## config.mk

```make
export PLATFORM = sky130hd
export DESIGN_NAME = lsmp_cordic_cell
export DESIGN_NICKNAME = d
export VERILOG_FILES = /design/src/rtl/lsmp_pkg.sv /design/src/rtl/lsmp_cordic_cell.sv
export SDC_FILE = /design/constraint.sdc
export NUM_CORES = 1
export LEC_CHECK = 0
export BUFFER_PORTS_ARGS = -buffer_cell sky130_fd_sc_hd__buf_2
export CORE_UTILIZATION = 39
export DETAILED_ROUTE_END_ITERATION = 10
export GPL_ROUTABILITY_DRIVEN = 0
export GPL_TIMING_DRIVEN = 0
export MAX_ROUTING_LAYER = met4
export PLACE_DENSITY_LB_ADDON = 0.25
export SETUP_SLACK_MARGIN = 0.3
export SLEW_MARGIN = 30
export SYNTH_ARGS = -nofsm -noshare
export SYNTH_HDL_FRONTEND = slang
export SYNTH_SLANG_ARGS = --single-unit
```

## constraint.sdc

```tcl
create_clock -name i_clk -period 5.85 [get_ports i_clk]
set_input_delay 1.17 -clock i_clk [delete_from_list [all_inputs] [get_ports i_clk]]
set_output_delay 1.17 -clock i_clk [all_outputs]
set_load 0.02 [all_outputs]
```

## src/rtl/lsmp_pkg.sv

```systemverilog
`timescale 1ns / 1ps
// ----------------------------------------------------------------------------
// lsmp_pkg
// Shared types, constants and tables of the lidar scan to map points unit.
// ----------------------------------------------------------------------------
package lsmp_pkg;

    // default sizes handed to the top level
    localparam int RANGE_BITS_DEF    = 24;
    localparam int CORDIC_STAGES_DEF = 24;

    // angle resolution kept by the cordic; at 32 bits no low bits are masked off
    localparam int          ANGLE_BITS = 32;
    localparam logic [31:0] ANGLE_MASK = ~((32'd1 << (32 - ANGLE_BITS)) - 32'd1);

    // cordic datapath width, Q2.30 plus headroom
    localparam int CW = 34;

    // starting x of the rotation, 0.60725293 in Q2.30
    localparam logic signed [CW-1:0] CORDIC_GAIN = 34'sd652032874;

    // atan(2^-i) in binary turns
    localparam logic [31:0] ATAN_TURNS [32] = '{
        32'd536870912, 32'd316933406, 32'd167458907, 32'd85004756,
        32'd42667331,  32'd21354465,  32'd10679838,  32'd5340245,
        32'd2670163,   32'd1335087,   32'd667544,    32'd333772,
        32'd166886,    32'd83443,     32'd41722,     32'd20861,
        32'd10430,     32'd5215,      32'd2608,      32'd1304,
        32'd652,       32'd326,       32'd163,       32'd81,
        32'd41,        32'd20,        32'd10,        32'd5,
        32'd3,         32'd1,         32'd1,         32'd0
    };

    // configuration register indexes
    localparam int              CFG_IDX_W        = 8;
    localparam logic [CFG_IDX_W-1:0] REG_RANGE_WINDOW = 8'd0;
    localparam logic [CFG_IDX_W-1:0] REG_ANGLE_START  = 8'd1;
    localparam logic [CFG_IDX_W-1:0] REG_ANGLE_STEP   = 8'd2;
    localparam logic [CFG_IDX_W-1:0] REG_ROT_XX       = 8'd3;
    localparam logic [CFG_IDX_W-1:0] REG_ROT_XY       = 8'd4;
    localparam logic [CFG_IDX_W-1:0] REG_ROT_YX       = 8'd5;
    localparam logic [CFG_IDX_W-1:0] REG_ROT_YY       = 8'd6;
    localparam logic [CFG_IDX_W-1:0] REG_TRANSLATION  = 8'd7;
    localparam int              CFG_DATA_W       = 64;

    // identity element of the rotation, 1.0 in Q2.30
    localparam logic signed [31:0] ROT_ONE = 32'sd1073741824;

    // control that travels with each word down the cell chain
    typedef struct packed {
        logic valid;
        logic flip;
    } t_cell_ctl;

    // cordic vector and residual angle
    typedef struct packed {
        logic signed [CW-1:0] x;
        logic signed [CW-1:0] y;
        logic signed [CW-1:0] z;
    } t_cordic_vec;

endpackage

```

## src/rtl/lsmp_cordic_cell.sv

```systemverilog
`timescale 1ns / 1ps
// ----------------------------------------------------------------------------
// lsmp_cordic_cell
// One rotation-mode cordic iteration, registered, passing range and flags on.
// ----------------------------------------------------------------------------
module lsmp_cordic_cell import lsmp_pkg::*; #(
    parameter int RANGE_BITS = RANGE_BITS_DEF,
    parameter int STAGE      = 0
) (
    input  logic                  i_clk,
    input  logic                  i_rst_n,
    input  logic                  i_en,
    input  t_cell_ctl             i_ctl,
    input  t_cordic_vec           i_vec,
    input  logic [RANGE_BITS-1:0] i_range,
    output t_cell_ctl             o_ctl,
    output t_cordic_vec           o_vec,
    output logic [RANGE_BITS-1:0] o_range
);

    t_cell_ctl             r_ctl;
    t_cordic_vec           r_vec;
    logic [RANGE_BITS-1:0] r_range;
    t_cordic_vec           n_vec;
    logic signed [CW-1:0]  w_dx;
    logic signed [CW-1:0]  w_dy;
    logic signed [CW-1:0]  w_t;

    // shifted cross terms (floor shift) and this stage's angle
    assign w_dx = $signed(i_vec.y) >>> STAGE;
    assign w_dy = $signed(i_vec.x) >>> STAGE;
    assign w_t  = $signed(CW'(ATAN_TURNS[STAGE]));

    // rotate toward zero residual angle
    always_comb begin
        if (!i_vec.z[CW-1]) begin
            n_vec.x = i_vec.x - w_dx;
            n_vec.y = i_vec.y + w_dy;
            n_vec.z = i_vec.z - w_t;
        end else begin
            n_vec.x = i_vec.x + w_dx;
            n_vec.y = i_vec.y - w_dy;
            n_vec.z = i_vec.z + w_t;
        end
    end

    // cell register
    always_ff @(posedge i_clk) begin
        if (!i_rst_n) begin
            r_ctl.valid <= 1'b0;
        end else if (i_en) begin
            r_ctl   <= i_ctl;
            r_vec   <= n_vec;
            r_range <= i_range;
        end
    end

    assign o_ctl   = r_ctl;
    assign o_vec   = r_vec;
    assign o_range = r_range;

endmodule

```

==> run metrics <==
status finished, final reports clean; post-synth cell types 70; register area share after synthesis 39.5%; # clock sinks 127; setup repair bufs after CTS 0; Non-Filler Instances around 1,600; area grow syn2layout 24.3%; I/O pin cnt ~260; Die X 159 µm; DRT Wirelength around 30 mm; Critical Path Sink Type flop; Switching Share 35.2%; most frequent cells after synthesis a21oi_1, edfxtp_1, inv_1; Max-cap violations 0; Synth Area per Inst 9.48 µm²; Power Total about 3200 µW; DP HPWL 24.1 mm; clk_lat worst skew 0.43 ns; First DRT Iteration DRCs about 800; drt wl/cell 18.6 µm; CP startpoint kind primary input; fin nets between 1,500 and 2,000; Mapped Cells 1,015; ANT nets after route 0; worst path required time 6.02 ns; Setup TNS 0 ns; CTS tree yes; Placed Cells roughly 1,600; grt total ovfl 0; first-pass GRT wire length 46.4 mm; fmax 244 MHz; die extent in y 159 µm; hold buffers post-CTS 0; cts bufs inserted 17; DRC 0; layout cell share with drive strength beyond 1 24.7%; Max FO, Critical Path 10; FF+latch count, synth 127; Arr. time, crit path between 4 and 5 ns; Setup CP Type primary input to flop; Rel. slew slack 37.3%; synthesized net count 1,252; Final Critical Period roughly 4.1 ns; RSZ-0062 raised after global routing no; leak pwr 0.00528 µW; final hold viol count 0; vias in the first global route around 8,500; Hold WC Path Type flop to flop; Power per Cell Area 266 nW/µm²; Worst VDD drop 140 µV; Clock Pin Slew Worst Setup and Hold Paths 0.07 ns; root buf cell clkbuf_16; initial antenna violation count 1; largest area contributor in the netlist edfxtp_1; largest cells by area after synthesis edfxtp_1, ha_1, a21oi_1; post-CTS resize count 0; sequential power share a little over a third; full die area 25,300 µm²; Pins Over Slew Limit 0; part of the cycle the worst path needs 70.1%; Ys Warns 0; final core utilization 49.3%; DRT Pass-1 Iters 6; Comb power frac 29.8%; largest net degree at the start of global routing 53; Pint 2060 µW; design area 12,000 µm²; Initial Util around 40%; Top FF cell, synth edfxtp_1; GRT Total Usage 24.5%; Post-synth EDFFs ~130; count leader, synth a21oi_1; Final setup viols 0; Rows 57; clk_skew 0 ns; share of Yosys cell area claimed by the top area cell type 39.3%; Syn Std Cell Area ~9600 µm²; via count between 8,000 and 9,000; Filler cells between 2,000 and 2,500; Clk pwr share 34.1%; vias per cell 5.50; post-placement cell area about 11,000 µm²; core area 24,200 µm²; Worst-Margin Slew 0.940 ns; htree depth 4; ys async rst share 0%; Psw around 1100 µW; clk buf depth 2; Port Buf Inserts ~260
-- worst max-delay path: stages --
cell and delay, ns:
buf_2 0.13, inv_1 0.05, ha_1 0.33, buf_2 0.20, nor2b_1 0.16, o21ai_0 0.17
nand2_1 0.12, o22a_1 0.25, a21boi_0 0.59, o21ai_0 0.35, a211oi_1 0.44, a31oi_1 0.12
xnor2_1 0.20
-- through the flow --
step,hold slack (ns),setup WS (ns)
final,0.541,1.75
after global routing,0.570,1.70
after CTS,0.547,1.96
after detailed placement,0.527,1.52
after global placement,0.503,0.0133
after floorplan,0.589,1.29
-- sequential cells by signal, indices dropped and copies added, names as in the netlist --
register / flops
o_ctl: 2
o_range: 24
o_vec: 101
-- metal layers --
metal	GRT usage [%]	vias to the layer above	wire (µm)
met4	11.8	0	1240
met3	5.52	79	2760
li1	-	4200	-
met5	-	-	0
met1	30.6	4187	12700
met2	37.4	512	13700
-- power by group through the flow --
stage	registers, µW	clock network [µW]	logic [µW]
4_1_cts	1140	1100	933
2_1_floorplan	1280	0	499
3_5_place_dp	1160	0	928
3_3_place_gp	1170	0	918
6_report	1140	1080	948
5_1_grt	1150	1140	1020
-- cell type report --
| type | instances | area [µm²] | area share (%) |
|---|---|---|---|
| Multi-Input combinational cell | 735 | 5220 | 43.6 |
| Sequential cell | 127 | 3800 | 31.8 |
| Timing Repair Buffer | 259 | 1340 | 11.2 |
| Clock buffer | 17 | 425 | 3.56 |
| Inverter | 108 | 405 | 3.39 |
| Tap cell | 324 | 405 | 3.39 |
| Buffer | 45 | 196 | 1.64 |
| Clock inverter | 15 | 161 | 1.35 |
| Antenna cell | 1 | 2.50 | 0.0209 |
-- worst paths after layout --
kind	from	endpoint	slack [ns]	depth (start not counted)
min reg2reg	o_ctl[1]	o_ctl[1]	0.54	2
min	o_ctl[1]	o_ctl[1]	0.54	2
max reg2reg	o_ctl[1]	o_ctl[1]	5.24	2
max	i_vec[36]	o_vec[94]	1.75	13
-- layout by cell type, fill, tap and decap left out, drive strengths merged, types with 6 or more instances in the layout --
cell / n
a211oi: 6
a21o: 13
a21oi: 129
a31oi: 14
and2: 7
buf: 282
clkbuf: 39
clkinv: 7
edfxtp: 126
ha: 102
inv: 114
mux2i: 19
nand2: 52
nand2b: 6
nand3: 11
nand4: 14
nor2: 66
nor2b: 14
nor3: 19
o211ai: 8
o21a: 9
o21ai: 72
o21bai: 26
o31ai: 8
xnor2: 55
xor2: 12
-- kinds of logic after synthesis --
group / after synthesis / share of synthesized area, %
adders and majority gates: 106 / 14.1
buffers and inverters: 153 / 6.25
AOI/OAI and AO/OA: 329 / 21.3
DFF: 127 / 39.5
and+or+nand+nor: 214 / 10.8
muxes: 19 / 1.98
xor gates and xnor gates: 67 / 6.10
Power figures use the tool's default switching activity.
